--- src/rtl/core/dhf_pkg.sv ---
package dhf_pkg;

   // Field widths and frame limits
   localparam int HEIGHT_BITS = 32;
   localparam int THRESH_BITS = 32;
   localparam int MAX_COLS    = 256;
   localparam int MAX_ROWS    = 4096;
   localparam int COL_BITS    = $clog2(MAX_COLS);
   localparam int FCOLS_BITS  = 9;
   localparam int FROWS_BITS  = 13;
   localparam int OUT_ROW_BITS = $clog2(MAX_ROWS);
   localparam int IN_ROW_BITS = FROWS_BITS;
   localparam int CSR_IDX_BITS = 2;
   localparam int CSR_DATA_BITS = 32;

   // Neighbour mean arithmetic
   localparam int NB_COUNT   = 8;
   localparam int CNT_BITS   = 4;
   localparam int PART_BITS  = HEIGHT_BITS + 2;
   localparam int SUM_BITS   = HEIGHT_BITS + 3;
   localparam int DIV_STEPS  = 5;
   localparam int DIV_CHUNK  = (SUM_BITS + DIV_STEPS - 1) / DIV_STEPS;
   localparam int DIV_BITS   = DIV_CHUNK * DIV_STEPS;
   localparam int STEP_BITS  = $clog2(DIV_STEPS + 1);
   localparam int REM_BITS   = CNT_BITS - 1;

   // Register reset values (threshold is -1e6 m in Q24.8)
   localparam logic [FCOLS_BITS-1:0] FRAME_COLS_RESET = FCOLS_BITS'(129);
   localparam logic [FROWS_BITS-1:0] FRAME_ROWS_RESET = FROWS_BITS'(129);
   localparam logic signed [THRESH_BITS-1:0] THRESH_RESET = -32'sd256000000;
   localparam logic [FCOLS_BITS-1:0] FRAME_COLS_MIN = FCOLS_BITS'(2);
   localparam logic [FCOLS_BITS-1:0] FRAME_COLS_MAX = FCOLS_BITS'(MAX_COLS);
   localparam logic [FROWS_BITS-1:0] FRAME_ROWS_MIN = FROWS_BITS'(2);
   localparam logic [FROWS_BITS-1:0] FRAME_ROWS_MAX = FROWS_BITS'(MAX_ROWS);

   // Register indexes
   localparam logic [CSR_IDX_BITS-1:0] CSR_FRAME_COLS = 2'd0;
   localparam logic [CSR_IDX_BITS-1:0] CSR_FRAME_ROWS = 2'd1;
   localparam logic [CSR_IDX_BITS-1:0] CSR_THRESHOLD  = 2'd2;

   // Commands
   localparam logic CMD_SAMPLE = 1'b0;
   localparam logic CMD_FLUSH  = 1'b1;

   // Window positions of the eight neighbours (row, column)
   localparam logic [1:0] NB_ROW [NB_COUNT] = '{2'd0, 2'd0, 2'd0, 2'd1,
                                                2'd1, 2'd2, 2'd2, 2'd2};
   localparam logic [1:0] NB_COL [NB_COUNT] = '{2'd0, 2'd1, 2'd2, 2'd0,
                                                2'd2, 2'd0, 2'd1, 2'd2};

   typedef struct packed {
      logic                          command;
      logic signed [HEIGHT_BITS-1:0] height_in;
      logic                          mask_bit;
   } req_payload_type;

   typedef struct packed {
      logic signed [HEIGHT_BITS-1:0] height_out;
      logic                          sample_ok;
      logic                          frame_end;
   } rsp_payload_type;

   typedef struct packed {
      logic signed [HEIGHT_BITS-1:0] h;
      logic                          m;
   } cell_type;

   typedef struct packed {
      cell_type row0;
      cell_type row1;
   } line_entry_type;

   typedef struct packed {
      logic                       start;
      logic signed [SUM_BITS-1:0] dividend;
      logic [CNT_BITS-1:0]        divisor;
   } div_req_type;

   typedef struct packed {
      logic                          done;
      logic signed [HEIGHT_BITS-1:0] quotient;
   } div_rsp_type;

   typedef enum logic [2:0] {
      ST_IDLE,
      ST_LOOK,
      ST_SUM,
      ST_ADD,
      ST_START,
      ST_WAIT,
      ST_DONE
   } state_type;

endpackage

--- src/rtl/core/dhf_div.sv ---
module dhf_div (
   input  logic                 clock,
   input  logic                 reset,
   input  dhf_pkg::div_req_type div_req,
   output dhf_pkg::div_rsp_type div_rsp
);

   logic [dhf_pkg::DIV_BITS-1:0]  mag_ff, mag_in;
   logic [dhf_pkg::REM_BITS-1:0]  rem_ff, rem_in;
   logic [dhf_pkg::CNT_BITS-1:0]  div_ff;
   logic                          neg_ff;
   logic                          busy_ff;
   logic [dhf_pkg::STEP_BITS-1:0] step_ff;
   logic                          done_ff;
   logic signed [dhf_pkg::HEIGHT_BITS-1:0] q_ff;
   logic [dhf_pkg::DIV_BITS-1:0]  abs_dividend;

   // Take the magnitude of the dividend at start
   always_comb begin
      if (div_req.dividend[dhf_pkg::SUM_BITS-1]) begin
         abs_dividend = dhf_pkg::DIV_BITS'(-div_req.dividend);
      end else begin
         abs_dividend = dhf_pkg::DIV_BITS'(div_req.dividend);
      end
   end

   // Restoring division, one chunk of quotient bits per cycle
   always_comb begin
      logic [dhf_pkg::CNT_BITS-1:0] trial;
      mag_in = mag_ff;
      rem_in = rem_ff;
      for (int i = 0; i < dhf_pkg::DIV_CHUNK; i++) begin
         trial  = {rem_in, mag_in[dhf_pkg::DIV_BITS-1]};
         mag_in = {mag_in[dhf_pkg::DIV_BITS-2:0], 1'b0};
         if (trial >= div_ff) begin
            rem_in    = dhf_pkg::REM_BITS'(trial - div_ff);
            mag_in[0] = 1'b1;
         end else begin
            rem_in = trial[dhf_pkg::REM_BITS-1:0];
         end
      end
   end

   // Sequence the division and sign the quotient
   always_ff @(posedge clock) begin
      if (reset) begin
         busy_ff <= 1'b0;
         step_ff <= '0;
         done_ff <= 1'b0;
      end else begin
         done_ff <= 1'b0;
         if (div_req.start) begin
            busy_ff <= 1'b1;
            step_ff <= '0;
         end else if (busy_ff) begin
            if (step_ff == dhf_pkg::STEP_BITS'(dhf_pkg::DIV_STEPS)) begin
               busy_ff <= 1'b0;
               done_ff <= 1'b1;
            end else begin
               step_ff <= step_ff + 1'b1;
            end
         end
      end
   end

   always_ff @(posedge clock) begin
      if (div_req.start) begin
         mag_ff <= abs_dividend;
         rem_ff <= '0;
         div_ff <= div_req.divisor;
         neg_ff <= div_req.dividend[dhf_pkg::SUM_BITS-1];
      end else if (busy_ff) begin
         if (step_ff == dhf_pkg::STEP_BITS'(dhf_pkg::DIV_STEPS)) begin
            if (neg_ff) begin
               q_ff <= dhf_pkg::HEIGHT_BITS'(-mag_ff);
            end else begin
               q_ff <= dhf_pkg::HEIGHT_BITS'(mag_ff);
            end
         end else begin
            mag_ff <= mag_in;
            rem_ff <= rem_in;
         end
      end
   end

   assign div_rsp.done     = done_ff;
   assign div_rsp.quotient = q_ff;

endmodule

--- config.mk ---
export PLATFORM = sky130hd
export DESIGN_NAME = dhf_div
export DESIGN_NICKNAME = d
export VERILOG_FILES = /design/src/rtl/core/dhf_pkg.sv /design/src/rtl/core/dhf_div.sv
export SDC_FILE = /design/constraint.sdc
export NUM_CORES = 1
export LEC_CHECK = 0
export BUFFER_PORTS_ARGS = -buffer_cell sky130_fd_sc_hd__buf_2
export CORE_MARGIN = 10
export CORE_UTILIZATION = 45
export CTS_CLUSTER_SIZE = 28
export DETAILED_ROUTE_END_ITERATION = 16
export RECOVER_POWER = 50
export SYNTH_ARGS = -nofsm -noshare
export SYNTH_HDL_FRONTEND = slang
export SYNTH_SLANG_ARGS = --single-unit
--- constraint.sdc ---
create_clock -name clock -period 9.75 [get_ports clock]
set_input_delay 0.4875 -clock clock [delete_from_list [all_inputs] [get_ports clock]]
set_output_delay 0.4875 -clock clock [all_outputs]
set_load 0.03 [all_outputs]
# [Word-level counts from Yosys, hierarchy flattened]
# Cells that the tools add are included.
[op_classes] add_sub_neg=10 magnitude_cmp=7 eq_ne=2 mux=23 bitwise=3 reduce_logical=6
[op_table] cell="$mux W35" count=4
[op_table] cell="$neg A35 Y35" count=1
[op_table] cell="$mux W32" count=1
[op_table] cell="$neg A32 Y32" count=1
[op_table] cell="$ge A4 B4 Y1" count=7
[op_table] cell="$mux W3" count=7
[op_table] cell="$sub A3 B3 Y3" count=7
[op_table] cell="$mux W1" count=11
[op_table] cell="$reduce_and A2 Y1" count=2
[op_table] cell="$add A3 B1 Y3 const B" count=1
[op_table] cell="$eq A3 B3 Y1 const B" count=1
[op_table] cell="$not A1 Y1" count=3
[op_table] cell="$reduce_and A3 Y1" count=1
[op_table] cell="$reduce_or A3 Y1" count=1
[op_table] cell="$ne A2 B2 Y1 const B" count=1
[op_table] cell="$reduce_bool A2 Y1" count=1
[op_table] cell="$reduce_or A2 Y1" count=1
[totals] reg_bits=80 out_inout_bits=33 word_cells=59

# [Depth between registers and ports, before layout]
# Gate-level depths: netlist of run 1.
[depth] ltp_word=17 depth_mapped=38

# [Worst setup path before layout of run 1]
# No wires, ideal clock.
[synth_path] path_type="register -> register" start="register div_ff[1] (netlist name)" end="register rem_ff[2] (netlist name)" setup_time_ns=0.116 arrival_time_ns=8.552 required_time_ns=9.634 path_slack_ns=1.081 stages_incl_launch_ff=32 n_path_buf=0 cell_sequence="edfxtp_1 -> inv_1 -> ha_1 -> a21oi_1 -> o21ai_0 -> mux2_2 -> fa_1 -> a21boi_0 -> o21a_1 -> mux2_2 -> fa_1 -> a21bo_2 -> a31o_2 -> a21oi_1 -> fa_1 -> a21boi_0 -> o21ai_1 -> mux2_2 -> fa_1 -> a31oi_1 -> or2_2 -> o21ai_0 -> ha_1 -> nand2_1 -> o21ai_0 -> mux2_2 -> inv_1 -> ha_1 -> a211oi_1 -> o21bai_1 -> a32o_1 -> a31o_2"
[synth_between] elab_chain_cells=14
[synth_rtl] element="start, declared" line="dhf_div.sv:10" text="logic [dhf_pkg::CNT_BITS-1:0] div_ff;"
[synth_rtl] element="start signal, assigned" line="dhf_div.sv:70" text="div_ff <= div_req.divisor;"
[synth_rtl] element="$ge A4 B4 Y1 or $sub A3 B3 Y3 (tied branches)" line="dhf_div.sv:35, dhf_div.sv:36"
[synth_rtl] element="$mux W3" line="dhf_div.sv:35" text="if (trial >= div_ff) begin"
[synth_rtl] element="$ge A4 B4 Y1 or $sub A3 B3 Y3 (tied branches)" line="dhf_div.sv:35, dhf_div.sv:36"
[synth_rtl] element="$mux W3" line="dhf_div.sv:35"
[synth_rtl] element="$ge A4 B4 Y1 or $sub A3 B3 Y3 (tied branches)" line="dhf_div.sv:35, dhf_div.sv:36"
[synth_rtl] element="$mux W3" line="dhf_div.sv:35"
[synth_rtl] element="$ge A4 B4 Y1 or $sub A3 B3 Y3 (tied branches)" line="dhf_div.sv:35, dhf_div.sv:36"
[synth_rtl] element="$mux W3" line="dhf_div.sv:35"
[synth_rtl] element="$ge A4 B4 Y1 or $sub A3 B3 Y3 (tied branches)" line="dhf_div.sv:35, dhf_div.sv:36"
[synth_rtl] element="$mux W3" line="dhf_div.sv:35"
[synth_rtl] element="$ge A4 B4 Y1 or $sub A3 B3 Y3 (tied branches)" line="dhf_div.sv:35, dhf_div.sv:36"
[synth_rtl] element="$mux W3" line="dhf_div.sv:35"
[synth_rtl] element="$ge A4 B4 Y1 or $sub A3 B3 Y3 (tied branches)" line="dhf_div.sv:35, dhf_div.sv:36"
[synth_rtl] element="$mux W3 *" line="dhf_div.sv:35"
[synth_rtl] element="end signal, assigned" line="dhf_div.sv:81" text="rem_ff <= rem_in;"
[synth_rtl] element="end, declared" line="dhf_div.sv:9" text="logic [dhf_pkg::REM_BITS-1:0] rem_ff, rem_in;"
# Every way passes the cells marked *; elsewhere a longest branch is shown, timed or not.
# A chain may end at the register's enable or synchronous reset.

# [Worst setup path in the final report of run 1]
# Same ends and word-level chain as after synthesis.

==> flow_summary.yaml, run 1 <==
logic_synthesis:
  syn_inst: 598
  synth_compound_area_frac: 0.166
  synth-simple-area-share: 0.192
  synth_cell_types: 62
  synth_flop_cell: "edfxtp_1"
  yosysWarningCount: 0
  synth_edf_count: 72
  syn_area_um2: 5780
  syn_area_per_cell_um2: 9.66
  synth_mux_area_frac: 0.0204
  ys_seq_area_frac: 0.402
  synth_top_family_by_area: "simple AND/OR/NAND/NOR gates"
  synthAdderAreaFrac: 0.0936
  synth_top_area_frac: 0.374
  synth-xor-area-share: 0.0758
  yosys.area.top_type: "edfxtp_1"
  ys_ff_latch: 80
  syn_nets: 679
  ys_top_cells_by_area: "edfxtp_1 37%, ha_1 6.9%, xnor2_1 5.8%"
  ys_async_sr_fraction: 0
route:
  drtIter0Drc: 506
  routed_wl_mm: 16.0
  wl_per_cell_um: 19.1
  first_pass_iters: 5
  drc: 0
  drtAntennaViolNets: 0
  vias_per_cell: 5.87
  dr_total_vias: 4905
floorplan:
  die_y_um: 133
  start_util: 0.458
  placementRows: 41
  boundaryPins: 75
  die_x_um: 133
  coreArea_um2: 12600
  die_area_um2: 17800
worst_setup_path:
  setup.worst_path.end_class: "register"
  cpPeakStageDelay_ns: 0.47
  slowest_stage: "fa_1"
  worstPathArrival_ns: 9.49
  path_class: "reg -> reg"
  worstPathRequired_ns: 9.98
  cp-start-kind: "register"
  cpMostUsedCell: "fa_1"
  cp_max_fo: 9
clock_network:
  postCtsSetupRepairBufs: 0
  clock_latency_ns: 0.34
  h-tree-depth: 3
  clk_pin_slew_ns: 0.06
  clock_sinks: 80
  cts_tree: "yes"
  cts_max_path_buffers: 2
  cts_made_buffers: 9
  cts-root-buf: "clkbuf_16"
timing:
  post-route-period-util: 0.949
  max_freq_ghz: 0.108
  hold_viol_final: 0
  tightest_slew_ns: 2.19
  whs_ns: 0.325
  maxSlewHeadroom: -0.462
  finClkSkew_ns: 0.00765
  maxSlewViolCount: 83
  finalSetupViolations: 0
  min_period_ns: 9.25
placed_design:
  dp_hpwl_mm: 11.8
  place_congestion: 0.857
  port_buffers: 74
global_routing:
  grt_overflow: 0
  grt_pass1_vias: 4815
  grt_pass1_wl_mm: 25.6
  grt_max_degree: 73
  grt_usage: 0.177
  antenna_found_initial: 1
layout:
  nFillCells: 1183
  drive_above_1_share: 0.133
  nNetsFinal: 739
  area_delta_synth_final_pct: 13.0
hold_path:
  hold_class: "in -> reg"
power:
  p_total_mw: 2.03
  vdd.ir_drop.worst_v: 0.000183
  power_density_nw_per_um2: 311
  leakage_nw: 2.38
status:
  status: "complete, but fails checks"
  violations: "max-capacitance violations, max-slew violations"
job:
  maxCapViolCount: 2
worst paths after layout:
kind / from / end / slack, ns / cells after the start
worst max-delay path: div_ff[1]$_DFFE_PP_ / rem_ff[2]$_SDFFE_PP0P_ / 0.50 / 34
worst min-delay path: div_req[2] / div_ff[2]$_DFFE_PP_ / 0.32 / 1
worst max register to register: div_ff[1]$_DFFE_PP_ / rem_ff[2]$_SDFFE_PP0P_ / 0.50 / 34
worst min register to register: step_ff[1]$_SDFFE_PP0P_ / step_ff[1]$_SDFFE_PP0P_ / 0.53 / 2
power by group:
part	internal, mW	switching (mW)	total (mW)
logic	0.512	0.684	1.20
clock network	0.197	0.141	0.338
registers	0.439	0.0545	0.494
routing by layer:
layer | global-route usage | routed length (µm) | vias up
met5 | 0 | 0 | -
met4 | 0.0665 | 331 | 0
met3 | 0.0293 | 1000 | 17
met2 | 0.270 | 7250 | 161
met1 | 0.245 | 7410 | 2350
li1 | - | - | 2377
cell families after synthesis:
| group | count (synthesis) |
|---|---|
| AOI/OAI and AO/OA | 141 |
| muxes | 11 |
| xor gates and xnor gates | 50 |
| buffers and inverters | 69 |
| DFF | 80 |
| adders and majority gates | 39 |
| and+or+nand+nor | 208 |
cells in the mapped netlist (all sizes together), types with 3 or more instances:
cell and count:
clkbuf 17, inv 39, nand2 47, o41ai 18, a21oi 33, or4 27
o311ai 3, mux2i 5, o21ai 28, a221oi 5, or3 19, buf 12
xnor2 38, a21boi 4, dfxtp 8, mux2 6, or3b 3, nor2b 4
nand3 19, nor2 41, or2 10, o211ai 7, o2111ai 8, nand4 3
nor3 14, fa 7, nor4 9, nand2b 6, ha 32, o31ai 12
edfxtp 72, xor2 12
worst max-delay path: cells and delay by family, from the launching register on:
| family | cells | cell delay, ns |
|---|---|---|
| muxes | 3 | 1.06 |
| and+or+nand+nor | 3 | 0.63 |
| buffers and inverters | 3 | 0.49 |
| DFF | 1 | 0.39 |
| AOI/OAI and AO/OA | 18 | 4.10 |
| adders and majority gates | 7 | 2.49 |
sequential cells by signal, indices dropped and copies added (netlist names):
name,cells
busy_ff,1
div_ff,4
done_ff,1
mag_ff,35
neg_ff,1
q_ff,32
rem_ff,3
step_ff,3
placed cells by master, fill, tap and decap left out, drive strengths merged, types with 5 or more instances in the layout:
cell and n:
o211ai 7, xnor2 38, nor2 41, fa 7, or3 19, o31ai 12, ha 32, nand2b 6
nor4 9, nor3 14, xor2 12, buf 42, or2 10, dfxtp 8, edfxtp 72, clkbuf 48
o41ai 18, mux2i 5, o21ai 28, a21oi 33, inv 40, nand2 47, or4 27, o2111ai 8
nand3 19, a221oi 5, mux2 6
repair_timing:
action,4_1_cts,5_1_grt
hold buffers,0,0
endpoints found under the setup margin,0,4
gates resized for setup,0,5
cell type report:
| cell class | instances | area [µm²] | area share |
|---|---|---|---|
| multi-input combinational | 449 | 3180 | 0.487 |
| sequential | 80 | 2320 | 0.356 |
| timing repair buffer | 78 | 353 | 0.0541 |
| clock buffer | 12 | 268 | 0.0410 |
| tap | 172 | 215 | 0.0330 |
| inverter | 40 | 150 | 0.0230 |
| clock inverter | 4 | 33.8 | 0.00518 |
| antenna | 1 | 2.50 | 0.000384 |
through the flow:
stage | TNS [ns] | area, µm² | setup WS [ns] | util | cells
finish | 0 | 6530 | 0.499 | 0.517 | 836
global route | -0.234 | 6530 | -0.0913 | 0.517 | 836
CTS | 0 | 6560 | 0.0884 | 0.519 | 835
detailed placement | 0 | 6250 | 0.124 | 0.496 | 819
global placement | 0 | 6250 | 0.801 | 0.496 | 819
floorplan | 0 | 5780 | 1.08 | - | 598
(Power assumes the default switching activity.)
==> inputs of run 2 (changes only) <==
- CTS_BUF_LIST: unset -> sky130_fd_sc_hd__clkbuf_4 sky130_fd_sc_hd__clkbuf_8
- REMOVE_ABC_BUFFERS: unset -> 1
==> flow_summary.yaml, run 2 (synthesized netlist as in run 1, its figures left out) <==
status:
  status: "complete, but fails checks"
  violations: "max-capacitance violations, max-slew violations"
timing:
  maxSlewViolCount: 83
  tns_ns: 0
  whs_ns: 0.309
  post-route-period-util: 0.938
  maxSlewHeadroom: -0.476
  max_freq_ghz: 0.109
  min_period_ns: 9.15
  rsz0062_at_grt: "no"
  finalSetupViolations: 0
  hold_viol_final: 0
  tightest_slew_ns: 2.21
  worst_slack_ns: 0.602
  finClkSkew_ns: 0.0182
layout:
  largest-register: "mag_ff"
  final_cell_mix: "72 x edfxtp_1, 47 x nand2_1, 40 x nor2_1, 40 x buf_2"
  finalNonFillerCells: 836
  area_delta_synth_final_pct: 11.3
  design_area_um2: 6430
  layout_commonest_cell: "edfxtp_1"
  largest_reg_flops: 35
  drive_above_1_share: 0.130
  diodes: 0
  nNetsFinal: 740
  fin_util: 0.509
  top_regs: "mag_ff (35), q_ff (32), div_ff (4)"
clock_network:
  cts_made_buffers: 9
  cts_max_path_buffers: 2
  postCtsSetupRepairBufs: 0
  clk_pin_slew_ns: 0.08
  clock_latency_ns: 0.36
  clock_sinks: 80
  h-tree-depth: 3
  cts-root-buf: "clkbuf_8"
  cts_tree: "yes"
worst_setup_path:
  setup.worst_path.end_class: "register"
  cp_max_fo: 8
  cpPeakStageDelay_ns: 0.53
  rrSetupSlack_ns: 0.60
  rr_startpoint: "div_ff[0]$_DFFE_PP_"
  cpMostUsedCell: "fa_1"
  reg2reg_to: "rem_ff[2]$_SDFFE_PP0P_"
  worstPathRequired_ns: 10.00
  cp-start-kind: "register"
  worstPathArrival_ns: 9.40
  rr_worst_depth: 32
  slowest_stage: "edfxtp_1"
  path_class: "reg -> reg"
route:
  drc: 0
  routed_wl_mm: 15.4
  first_pass_iters: 5
  wl_per_cell_um: 18.5
  vias_per_cell: 5.98
  drtIter0Drc: 439
  drtAntennaViolNets: 0
  dr_total_vias: 4997
hold_path:
  min-delay-start: "div_req[3]"
  whs_endpoint: "div_ff[3]$_DFFE_PP_"
  hold_class: "in -> reg"
  hold_path_depth: 1
power:
  combPwrFrac: 0.595
  p_total_mw: 1.88
  p_switching_mw: 0.802
  power_density_nw_per_um2: 293
  swShare: 0.426
  leakage_nw: 2.34
  p_int_mw: 1.08
  vdd.ir_drop.worst_v: 0.000266
  power_frac_seq: 0.260
  clkPwrFrac: 0.145
floorplan:
  start_util: 0.458
  die_x_um: 133
  boundaryPins: 75
  placementRows: 41
  die_y_um: 133
  coreArea_um2: 12600
  die_area_um2: 17800
global_routing:
  grt_usage: 0.167
  grt_pass1_wl_mm: 24.4
  grt_max_degree: 72
  grt_overflow: 0
  grt_pass1_vias: 4709
  antenna_found_initial: 0
placed_design:
  port_buffers: 74
  post_dp_cell_area_um2: 6260
  dp_slack_ns: 0.307
  dp.cells: 820
  place_congestion: 0.827
  dp_hpwl_mm: 11.0
job:
  maxCapViolCount: 2
[run 2: cell count changes in the layout (fill, tap and decap cells not counted), moves of 2 or more]
cell,previous run,this run
bufinv_16,0,2
clkbuf_16,10,0
clkinv_1,1,3
clkbuf_8,1,9
[run 2: final cells by class]
type | count | area, µm²
Sequential cell | 80 | 2320
Clock inverter | 7 | 93.8
Inverter | 40 | 150
Fill cell | 1202 | 6190
Multi-Input combinational cell | 449 | 3170
Timing Repair Buffer | 79 | 358
Clock buffer | 9 | 124
Tap cell | 172 | 215
[run 2: worst max-delay path, delay by kind of cell (launching register included)]
| kind | cells | cell delay, ns |
|---|---|---|
| flops | 1 | 0.53 |
| fa+ha+maj | 8 | 2.78 |
| mux | 4 | 1.61 |
| compound gates | 16 | 3.64 |
| simple gates | 2 | 0.30 |
| buf+inv | 2 | 0.17 |
[run 2: timing repair]
item                       4_1_cts  5_1_grt
setup endpoints to repair        0        4
resized for setup                0        2
hold buffers                     0        0
[run 2: worst max-delay path by stage]
| stage | startpoint | endpoint | slack [ns] | cells past startpoint |
|---|---|---|---|---|
| 2_1_floorplan | div_ff[1]$_DFFE_PP_ | rem_ff[2]$_SDFFE_PP0P_ | 1.08 | 31 |
| 3_3_place_gp | div_ff[0]$_DFFE_PP_ | rem_ff[2]$_SDFFE_PP0P_ | 0.79 | 32 |
| 3_5_place_dp | div_ff[0]$_DFFE_PP_ | rem_ff[2]$_SDFFE_PP0P_ | 0.31 | 33 |
| 4_1_cts | div_ff[0]$_DFFE_PP_ | rem_ff[2]$_SDFFE_PP0P_ | 0.32 | 32 |
| 5_1_grt | div_ff[1]$_DFFE_PP_ | rem_ff[2]$_SDFFE_PP0P_ | 0.002 | 31 |
| 6_report | div_ff[0]$_DFFE_PP_ | rem_ff[2]$_SDFFE_PP0P_ | 0.60 | 32 |
[run 2: power groups by stage]
stage               Sequential [mW]  Combinational (mW)  Clock, mW
floorplan                     0.478               0.874          0
global placement              0.496                1.05          0
detailed placement            0.496                1.10          0
CTS                           0.489                1.11      0.279
global route                  0.495                1.27      0.293
finish                        0.490                1.12      0.274
[run 2: metal layers]
metal	track usage	up-vias	share of wire
met5	0	-	0
met4	0.0532	0	0.019
met3	0.0316	19	0.062
met2	0.267	173	0.47
met1	0.222	2428	0.45
li1	-	2377	-
